`src/hw/rtl/sst_pkg.sv`:
```
// shared types, codes and defaults of the sorted set table
package sst_pkg;

	localparam int DEFAULT_DEPTH     = 64;
	localparam int DEFAULT_KEY_WIDTH = 32;

	// command codes
	localparam logic [1:0] CMD_INSERT = 2'd0;
	localparam logic [1:0] CMD_REMOVE = 2'd1;
	localparam logic [1:0] CMD_READ   = 2'd2;

	// status codes
	localparam logic [2:0] STAT_INSERTED  = 3'd0;
	localparam logic [2:0] STAT_DUPLICATE = 3'd1;
	localparam logic [2:0] STAT_FULL      = 3'd2;
	localparam logic [2:0] STAT_REMOVED   = 3'd3;
	localparam logic [2:0] STAT_NOT_FOUND = 3'd4;
	localparam logic [2:0] STAT_READ_OK   = 3'd5;
	localparam logic [2:0] STAT_BAD_INDEX = 3'd6;

	typedef struct packed {
		logic [1:0]         command;
		logic signed [31:0] key;
		logic [5:0]         index;
	} sst_req_t;

	typedef struct packed {
		logic [2:0]         status;
		logic [5:0]         position;
		logic signed [31:0] entry_value;
		logic [6:0]         count;
	} sst_rsp_t;

endpackage

```
`src/hw/rtl/sorted_set_table_top.sv`:
```
// sorted set table: ordered key store in one memory with search and shift sequencer
//
//  channel   | signals             | handshake
//  ----------+---------------------+---------------------------------------------
//  request   | start, req          | taken at a rising edge with start high, busy low
//  result    | done, result        | done high for exactly one cycle per request
//  capacity  | cfg_we, cfg_data    | written at a rising edge with cfg_we high
//
// one request is worked on at a time; busy stays high until its result is out, and
//   the next request can be taken once busy is low.
// insert/remove: a binary search of midpoint reads and compares, then a check of the
//   key at the lower bound; insert then moves one key up per cycle and writes the
//   new key into the gap, remove moves one key down per cycle; the longest request
//   is a remove at the front of a full 64-entry table.
// in-range read returns the key at index; bad index or unused command: never busy.
// the shift rate is set by the memory: one read and one write per cycle.
// reset clears the count and sets capacity to the built depth; the key memory is
//   not cleared, entries at or above the count may be read but never reach a result.
// the receiver cannot stall: a result is shown once on the cycle after it is formed.
module sorted_set_table_top
	import sst_pkg::*;
#(
	parameter int DEPTH     = DEFAULT_DEPTH,
	parameter int KEY_WIDTH = DEFAULT_KEY_WIDTH
) (
	input  logic     clk,
	input  logic     arst_n,
	input  logic     start,
	output logic     busy,
	input  sst_req_t req,
	output logic     done,
	output sst_rsp_t result,
	input  logic     cfg_we,
	input  logic [6:0] cfg_data
);

	// address width, count width and capacity register width
	localparam int AW  = $clog2(DEPTH);
	localparam int CW  = $clog2(DEPTH + 1);
	localparam int CPW = (CW > 7) ? CW : 7;

	// sequencer states
	localparam logic [2:0] ST_IDLE  = 3'd0;
	localparam logic [2:0] ST_SRCH  = 3'd1;  // issue read of the search midpoint
	localparam logic [2:0] ST_CMP   = 3'd2;  // narrow the window on the read key
	localparam logic [2:0] ST_CHK   = 3'd3;  // test the key at the lower bound
	localparam logic [2:0] ST_SHUP  = 3'd4;  // move keys up to open a gap
	localparam logic [2:0] ST_INS   = 3'd5;  // write the new key into the gap
	localparam logic [2:0] ST_SHDN  = 3'd6;  // move keys down over the removed one
	localparam logic [2:0] ST_RDOUT = 3'd7;  // return the key read at index

	logic [2:0] state_q;

	// request latched at acceptance
	logic [1:0]                  cmd_q;
	logic signed [31:0]          key32_q;
	logic signed [KEY_WIDTH-1:0] key_q;
	logic [5:0]                  idx_q;

	// table bookkeeping
	logic [CW-1:0]  count_q;
	logic [CPW-1:0] cap_q;

	// search window [lo, hi) and shift pointer
	logic [CW-1:0] lo_q;
	logic [CW-1:0] hi_q;
	logic [CW-1:0] mid_q;
	logic [CW-1:0] j_q;
	logic [CW:0]   mid_sum;
	logic [CW-1:0] mid;

	// pending shift write, made in the cycle after its read
	logic          pend_s1;
	logic [AW-1:0] pwa_s1;

	// key memory: one write and one registered read per cycle
	logic [KEY_WIDTH-1:0] mem [DEPTH];
	logic [KEY_WIDTH-1:0] rd_data_q;
	logic [AW-1:0]        raddr;
	logic                 mem_we;
	logic [AW-1:0]        waddr;
	logic [KEY_WIDTH-1:0] wdata;

	logic        done_q;
	sst_rsp_t    result_q;

	logic [31:0] ecap;
	logic        full;
	logic        hit;
	logic        lo_in;

	// effective capacity: zero acts as one, above the depth acts as the depth
	always_comb begin
		if (cap_q == '0) begin
			ecap = 32'd1;
		end else if (32'(cap_q) > DEPTH) begin
			ecap = DEPTH;
		end else begin
			ecap = 32'(cap_q);
		end
	end

	assign full    = 32'(count_q) >= ecap;
	assign mid_sum = (CW+1)'(lo_q) + (CW+1)'(hi_q);
	assign mid     = mid_sum[CW:1];
	assign lo_in   = lo_q < count_q;
	assign hit     = lo_in && (rd_data_q == key_q);

	// memory port control
	always_comb begin
		raddr  = '0;
		mem_we = 1'b0;
		waddr  = pwa_s1;
		wdata  = rd_data_q;
		unique case (state_q)
			ST_IDLE: begin
				raddr = AW'(req.index);
			end
			ST_SRCH: begin
				raddr = (lo_q < hi_q) ? AW'(mid) : AW'(lo_q);
			end
			ST_SHUP: begin
				mem_we = pend_s1;
				raddr  = AW'(j_q - 1'b1);
			end
			ST_SHDN: begin
				mem_we = pend_s1;
				raddr  = AW'(j_q + 1'b1);
			end
			ST_INS: begin
				mem_we = 1'b1;
				waddr  = AW'(lo_q);
				wdata  = key_q;
			end
			default: begin
				raddr = '0;
			end
		endcase
	end

	always_ff @(posedge clk) begin
		if (mem_we) begin
			mem[waddr] <= wdata;
		end
		rd_data_q <= mem[raddr];
	end

	// capacity register
	always_ff @(posedge clk or negedge arst_n) begin
		if (!arst_n) begin
			cap_q <= CPW'(DEPTH);
		end else if (cfg_we) begin
			cap_q <= CPW'(cfg_data);
		end
	end

	// request payload, no reset needed
	always_ff @(posedge clk) begin
		if (state_q == ST_IDLE && start) begin
			cmd_q   <= req.command;
			key32_q <= req.key;
			key_q   <= KEY_WIDTH'(req.key);
			idx_q   <= req.index;
		end
	end

	// sequencer
	always_ff @(posedge clk or negedge arst_n) begin
		if (!arst_n) begin
			state_q  <= ST_IDLE;
			count_q  <= '0;
			lo_q     <= '0;
			hi_q     <= '0;
			mid_q    <= '0;
			j_q      <= '0;
			pend_s1  <= 1'b0;
			pwa_s1   <= '0;
			done_q   <= 1'b0;
			result_q <= '0;
		end else begin
			done_q <= 1'b0;
			unique case (state_q)
				ST_IDLE: begin
					if (start) begin
						lo_q <= '0;
						hi_q <= count_q;
						priority if (req.command == CMD_INSERT || req.command == CMD_REMOVE) begin
							state_q <= ST_SRCH;
						end else if (req.command == CMD_READ) begin
							if (32'(req.index) < 32'(count_q)) begin
								state_q <= ST_RDOUT;
							end else begin
								done_q               <= 1'b1;
								result_q.status      <= STAT_BAD_INDEX;
								result_q.position    <= req.index;
								result_q.entry_value <= '0;
								result_q.count       <= 7'(count_q);
							end
						end else begin
							// unused command code
							done_q               <= 1'b1;
							result_q.status      <= STAT_BAD_INDEX;
							result_q.position    <= '0;
							result_q.entry_value <= req.key;
							result_q.count       <= 7'(count_q);
						end
					end
				end
				ST_SRCH: begin
					if (lo_q < hi_q) begin
						mid_q   <= mid;
						state_q <= ST_CMP;
					end else begin
						state_q <= ST_CHK;
					end
				end
				ST_CMP: begin
					if ($signed(rd_data_q) < key_q) begin
						lo_q <= mid_q + 1'b1;
					end else begin
						hi_q <= mid_q;
					end
					state_q <= ST_SRCH;
				end
				ST_CHK: begin
					result_q.entry_value <= key32_q;
					result_q.count       <= 7'(count_q);
					if (cmd_q == CMD_INSERT) begin
						priority if (hit) begin
							done_q            <= 1'b1;
							result_q.status   <= STAT_DUPLICATE;
							result_q.position <= 6'(lo_q);
							state_q           <= ST_IDLE;
						end else if (full) begin
							done_q            <= 1'b1;
							result_q.status   <= STAT_FULL;
							result_q.position <= '0;
							state_q           <= ST_IDLE;
						end else begin
							j_q     <= count_q;
							pend_s1 <= 1'b0;
							state_q <= ST_SHUP;
						end
					end else begin
						if (hit) begin
							j_q     <= lo_q;
							pend_s1 <= 1'b0;
							state_q <= ST_SHDN;
						end else begin
							done_q            <= 1'b1;
							result_q.status   <= STAT_NOT_FOUND;
							result_q.position <= '0;
							state_q           <= ST_IDLE;
						end
					end
				end
				ST_SHUP: begin
					if (j_q > lo_q) begin
						pend_s1 <= 1'b1;
						pwa_s1  <= AW'(j_q);
						j_q     <= j_q - 1'b1;
					end else begin
						pend_s1 <= 1'b0;
						state_q <= ST_INS;
					end
				end
				ST_INS: begin
					count_q              <= count_q + 1'b1;
					done_q               <= 1'b1;
					result_q.status      <= STAT_INSERTED;
					result_q.position    <= 6'(lo_q);
					result_q.entry_value <= key32_q;
					result_q.count       <= 7'(count_q + 1'b1);
					state_q              <= ST_IDLE;
				end
				ST_SHDN: begin
					if (CW'(j_q + 1'b1) < count_q) begin
						pend_s1 <= 1'b1;
						pwa_s1  <= AW'(j_q);
						j_q     <= j_q + 1'b1;
					end else begin
						// last pending move is written this cycle
						pend_s1              <= 1'b0;
						count_q              <= count_q - 1'b1;
						done_q               <= 1'b1;
						result_q.status      <= STAT_REMOVED;
						result_q.position    <= 6'(lo_q);
						result_q.entry_value <= key32_q;
						result_q.count       <= 7'(count_q - 1'b1);
						state_q              <= ST_IDLE;
					end
				end
				ST_RDOUT: begin
					done_q               <= 1'b1;
					result_q.status      <= STAT_READ_OK;
					result_q.position    <= idx_q;
					result_q.entry_value <= 32'(rd_data_q);
					result_q.count       <= 7'(count_q);
					state_q              <= ST_IDLE;
				end
				default: begin
					state_q <= ST_IDLE;
				end
			endcase
		end
	end

	assign busy   = state_q != ST_IDLE;
	assign done   = done_q;
	assign result = result_q;

	// table never holds more keys than built
	a_count_bound: assert property (@(posedge clk) disable iff (!arst_n)
		32'(count_q) <= DEPTH)
		else $error("count exceeds depth");

	// search window stays ordered
	a_window: assert property (@(posedge clk) disable iff (!arst_n)
		(state_q == ST_SRCH) |-> (lo_q <= hi_q && hi_q <= count_q))
		else $error("search window broken");

	// a successful insert adds exactly one key
	a_ins_count: assert property (@(posedge clk) disable iff (!arst_n)
		(done_q && result_q.status == STAT_INSERTED) |->
			(32'(count_q) == 32'($past(count_q)) + 32'd1))
		else $error("insert count mismatch");

	// a successful remove drops exactly one key
	a_rem_count: assert property (@(posedge clk) disable iff (!arst_n)
		(done_q && result_q.status == STAT_REMOVED) |->
			(32'(count_q) + 32'd1 == 32'($past(count_q))))
		else $error("remove count mismatch");

	// the memory is only written while shifting or placing a key
	a_write_state: assert property (@(posedge clk) disable iff (!arst_n)
		mem_we |-> (state_q == ST_SHUP || state_q == ST_SHDN || state_q == ST_INS))
		else $error("memory write outside update");

endmodule

```
`config.mk`:
```
export PLATFORM = sky130hd
export DESIGN_NAME = sorted_set_table_top
export DESIGN_NICKNAME = d
export VERILOG_FILES = /design/src/hw/rtl/sst_pkg.sv /design/src/hw/rtl/sorted_set_table_top.sv
export SDC_FILE = /design/constraint.sdc
export NUM_CORES = 2
export LEC_CHECK = 0
export ABC_CLOCK_PERIOD_IN_PS = 7420
export BUFFER_PORTS_ARGS = -buffer_cell sky130_fd_sc_hd__buf_2
export CAP_MARGIN = 30
export CORE_UTILIZATION = 45
export DETAILED_ROUTE_END_ITERATION = 12
export MAX_ROUTING_LAYER = met4
export SYNTH_ARGS = -nofsm -noshare
export SYNTH_HDL_FRONTEND = slang
export SYNTH_SLANG_ARGS = --single-unit
```
`constraint.sdc`:
```
create_clock -name clk -period 7.42 [get_ports clk]
set_clock_uncertainty 0.1 [all_clocks]
set_input_delay 0.742 -clock clk [delete_from_list [all_inputs] [get_ports clk]]
set_output_delay 0.742 -clock clk [all_outputs]
set_load 0.01 [all_outputs]
```
# Word level (Yosys, flattened, before mapping)
# Memory sizes are Yosys's and may differ from the RTL's. A register that Yosys moved wholly into a read port is not among the register bits.
# Cells that the tools add are included.
# totals
regBits	141
latchBits	0
ramBits	2048
mem_bits_ro	0
input_bits	51
out_inout_bits	50
elab_cells	149
n_memories	1
# mem_list
memory	words	word_bits	rd	rd_ports_with_merged_regs	wr	line_no	text
mem	64	32	1	1	1	sorted_set_table_top.sv:77	logic [KEY_WIDTH-1:0] mem [DEPTH];
# op_classes
add_sub_neg	6
n_mul	0
div	0
order_cmp	8
eq_ne	26
shifts	0
mux	66
bitwise	0
n_reduce_logical	25
# ops
operator	n
2-to-1 mux 48 bit	5
case mux 48 bit (5 select lines)	1
2-to-1 mux 7 bit	12
2-to-1 mux 32 bit	2
case mux 7 bit (2 select lines)	3
2-to-1 mux 9 bit	4
== test 32 bit	1
greater-or-equal comparator 7 x 32 -> 1 bit	1
less-than comparator 32 bit	1
2-to-1 mux 3 bit	10
2-to-1 mux 6 bit	4
case mux 6 bit (4 select lines)	1
adder 7 x 1 -> 7 bit, second input constant	3
less-than comparator 7 bit	3
case mux 3 bit (7 select lines)	1
case mux 7 bit (3 select lines)	1
2-to-1 mux 1 bit	18
!= test 2 bit, second input constant	8
!= test 3 bit, second input constant	5
subtractor 7 x 1 -> 7 bit, second input constant	2
== test 3 bit, second input constant	4
case mux 6 bit (2 select lines)	1
AND reduction 5 bit	2
AND reduction 3 bit	3
26 further kinds	35

# Longest topological paths before layout
# depth
ltp_word	8
depth_mapped	16
mapped_depth_nobuf	14

# Worst setup path before layout
# Ideal clock, no wire load.
# synth_path
path_type	register to register
start	register state_q[1]
end	memory mem[0][31] (netlist bit), data pin
setup_time_ns	0.702
arrival_time_ns	4.139
required_time_ns	6.618
path_slack_ns	2.479
stages_incl_launch_ff	8
n_path_buf	4
period_less_slack_ns	4.941
path_cell_list	dfrtp_1 > buf_2 > nor2b_1 > nand2_1 > clkbuf_1 > clkbuf_1 > buf_1 > o21ai_0
# synth_between
elab_chain_len	2
# synth_lines
item	line_no	text
start, declared	sorted_set_table_top.sv:52	logic [2:0] state_q;
start signal, assigned	sorted_set_table_top.sv:170	state_q <= ST_IDLE;
start signal, assigned	sorted_set_table_top.sv:188	state_q <= ST_SRCH;
start signal, assigned	sorted_set_table_top.sv:191	state_q <= ST_RDOUT;
== test 3 bit	sorted_set_table_top.sv:115	unique case (state_q)
2-to-1 mux 32 bit	sorted_set_table_top.sv:115	
via wdata[31]	sorted_set_table_top.sv:82	logic [KEY_WIDTH-1:0] wdata;
end, declared	sorted_set_table_top.sv:77	
# The timed path passes the listed nets, and every way through them passes these cells.

# Worst setup path after layout
# layout_path
start	register lo_q[4]
end	register rd_data_q[21] (read register of mem)
# layout_between
elab_chain_len	3
word_cells_on_any_way	4
classes_between	1 x add/sub; 1 x order compare; 2 x mux
# layout_lines
item	line_no	text
start, declared	sorted_set_table_top.sv:65	logic [CW-1:0] lo_q;
start signal, assigned	sorted_set_table_top.sv:219	lo_q <= mid_q + 1'b1;
adder 7 x 7 -> 8 bit / less-than comparator 7 bit (equally long branches)	sorted_set_table_top.sv:104, sorted_set_table_top.sv:120	
2-to-1 mux 6 bit (*)	sorted_set_table_top.sv:120	raddr = (lo_q < hi_q) ? AW'(mid) : AW'(lo_q);
case mux 6 bit (4 select lines) (*)	sorted_set_table_top.sv:115	
end, declared	sorted_set_table_top.sv:78	logic [KEY_WIDTH-1:0] rd_data_q;
# Every way passes the cells marked *; elsewhere a longest branch is shown, timed or not.
# A chain may end at the register's enable or synchronous reset.

==> run_results.csv <==
group,metric,value,unit
die,start_util,0.454,
routing,drtPass1Iterations,5,
cells_and_area,fillCellCount,16700,
timing,final.setup.worst_slack,1740,ps
setup_path,path_max_fanout,96,
logic_synthesis,synthMostInstantiatedCell,"edfxtp_1",
logic_synthesis,synth_warnings,0,
clocking,numCtsBuffers,220,
clocking,ctsHoldBuffers,41,
cells_and_area,post_route_cells_drive_above_1_share,0.111,
flow_run,maxCapViolations,0,
global_routing,grt_max_degree,163,
clocking,htree_levels,4,
min_path,hold_depth,1,
timing,max_slew_margin,0.244,
logic_synthesis,synth_edf_count,2088,
global_routing,antenna_found_initial,14,
routing,wl_per_cell,29.0,um
cells_and_area,fin_nets,7188,
die,die_w,452,um
timing,period_needed,5680,ps
die,core-area,200000,um^2
outcome,status,"finished clean",
clocking,cts_setup_buffers,0,
logic_synthesis,seq_area_frac_synth,0.724,
routing,drt_iter0_drc,8253,
min_path,hold_class,"input port to flip-flop",
global_routing,grt_pass1_vias,56000,
placement,gp_congestion,0.901,
timing,fin_setup_tns,0,ps
setup_path,rrSetupSlack,1740,ps
timing,rsz0062_at_grt,"no",
logic_synthesis,syn-cell-area,90900,um^2
routing,wl,287,mm
cells_and_area,syn2layout_area_growth,13.8,%
setup_path,r2r-end,"rd_data_q[21]$_DFF_P_",
logic_synthesis,synth.top_cells.by_area,"edfxtp_1, nand2_1, nand3_1, dfrtp_1, a21oi_1",
setup_path,critical_path_required,8040,ps
global_routing,grt_pass1_wl,408,mm
setup_path,rr_startpoint,"lo_q[4]$_DFFE_PN0P_",
global_routing,grt_overflow_total,0,
setup_path,reg2regPathDepth,12,
routing,via_count,60600,
setup_path,arrival,6300,ps
timing,hold_violations,0,
global_routing,grt_use_total,0.285,
logic_synthesis,synth_commonest_cells,"edfxtp_1, nand2_1, nand3_1",
min_path,holdPathEnd,"idx_q[0]$_DFFE_PP_",
logic_synthesis,synth_top_area_cell,"edfxtp_1",
routing,postRouteAntennaNets,0,
logic_synthesis,ys.flop_type,"edfxtp_1",
die,fp.dieH,452,um
logic_synthesis,syn_inst,6949,
logic_synthesis,yosys.area.top_type_share,0.690,
min_path,worstHoldStart,"req[0]",
clocking,cts-root-buf,"clkbuf_16",
timing,max_freq,0.176,GHz
routing,drc,0,
clocking,clk_pin_slew,60,ps
timing,worst_slew_pin_slew,1120,ps
logic_synthesis,syn_nets,7081,
die,die-area,204000,um^2
logic_synthesis,syn_avg_cell_area,13.1,um^2
placement,io_buffer_count,100,
setup_path,setup.worst_path.start_class,"flip-flop",
logic_synthesis,yosysUniqueCellTypes,80,
setup_path,crit_type,"flip-flop to flip-flop",
setup_path,end_kind,"flip-flop",
clocking,cts.path.max_buffers,3,
clocking,clock_sinks,2221,
timing,post-route-period-util,0.765,
die,rows,164,
clocking,worstSkewPairLatency,900,ps
placement,hpwl,165,mm
clocking,ctsResizeCount,0,
routing,viasPerCell,6.11,
clocking,cts_tree,"built",
logic_synthesis,async_reset_ff_frac,0.0455,
timing,setup_viol,0,
logic_synthesis,ys_ff_latch,2221,
timing,maxSlewViolCount,0,
placement,pre_cts_slack,1760,ps
die,ios,101,
per-layer routing:
metal / GRT usage / share of wire / wire (um)
met5: - / 0 / 0
met4: 0.110 / 0.040 / 11500
met3: 0.0626 / 0.11 / 31600
met2: 0.415 / 0.44 / 128000
met1: 0.391 / 0.41 / 116000
registers in the layout, summed over array words and instances, names as in the netlist, 6 cells and up:
name       cells
j_q            7
hi_q           7
count_q        7
mem         2048
lo_q           7
cap_q          7
mid_q          7
idx_q          6
key_q         32
result        48
pwa_s1         6
rd_data_q     32
cells in the final DEF, fill, tap and decap left out, types with 15 or more instances in the layout:
cell type,Yosys,routed
clkinv_1,2,43
clkbuf_16,0,226
nand2_1,1676,1675
clkbuf_1,253,52
clkinv_2,0,35
or4_1,30,30
nand3_1,510,508
mux2_2,15,15
dfxtp_1,32,32
a211oi_1,192,192
buf_4,34,186
mux2i_1,66,66
bufinv_16,0,20
a31oi_1,229,227
o22ai_1,55,55
inv_1,67,67
a22oi_1,82,82
o2bb2ai_1,30,30
a21oi_1,289,288
a21o_1,37,36
dfrtp_1,100,100
dlygate4sd3_1,0,41
clkbuf_8,0,16
a221o_1,31,31
o21ai_4,0,32
a211oi_2,15,15
xnor2_1,17,17
and3_1,230,228
o21ai_0,112,80
a221oi_1,35,35
nor2_4,0,66
ha_1,80,80
o2111a_1,30,30
nor2_1,165,96
nand4_1,21,21
buf_12,0,26
a311oi_1,29,29
edfxtp_1,2088,2088
buf_2,142,100
through the flow:
stage	cell area [um^2]	utilization	hold slack, ps	cells
global placement	95200	0.476	356	9423
CTS	103000	0.516	10.1	9893
detailed placement	95600	0.477	356	9442
finish	103000	0.517	68.2	9908
global route	103000	0.517	39.2	9906
floorplan	90900	-	346	6949
final cells by class:
| type | instances | area, um^2 | share of cell area |
|---|---|---|---|
| Antenna cell | 8 | 20.0 | 0.000194 |
| Clock buffer | 294 | 6070 | 0.0587 |
| Sequential cell | 2221 | 65900 | 0.637 |
| Tap cell | 2656 | 3320 | 0.0321 |
| Multi-Input combinational cell | 4182 | 23600 | 0.228 |
| Clock inverter | 116 | 1250 | 0.0120 |
| Timing Repair Buffer | 362 | 3030 | 0.0293 |
| Inverter | 69 | 259 | 0.00250 |
worst max-delay path, cell delays in order, from the launching register on:
cell      delay (ps)
dfrtp_1          480
ha_1             430
a211o_1          280
o211ai_1         150
o311a_4          330
mux2i_4          770
nand2_8          630
buf_4            490
a211oi_1         290
a31oi_1           70
o22ai_1          820
o2111a_1         570
a211oi_2          80
kinds of logic after synthesis:
group,Yosys count,share of synthesized area
mux,82,0.00937
flops,2221,0.724
simple gates,2712,0.130
xor+xnor,27,0.00260
compound gates,1280,0.0963
fa+ha+maj,81,0.0112
buf+inv,546,0.0265
how the worst max path moves through the flow:
stage                                start                    end  depth (start not counted)
global placement       lo_q[4]$_DFFE_PN0P_  rd_data_q[31]$_DFF_P_                         10
finish                 lo_q[4]$_DFFE_PN0P_  rd_data_q[21]$_DFF_P_                         12
floorplan           state_q[1]$_DFFE_PN0P_   mem[0][31]$_DFFE_PP_                          7
global route           lo_q[5]$_DFFE_PN0P_  rd_data_q[22]$_DFF_P_                         12
CTS                    lo_q[4]$_DFFE_PN0P_  rd_data_q[14]$_DFF_P_                         12
detailed placement     lo_q[4]$_DFFE_PN0P_   rd_data_q[6]$_DFF_P_                         11
Power is not shown: default switching activity piles up to over one toggle a cycle in this logic, so the estimate is an artifact.
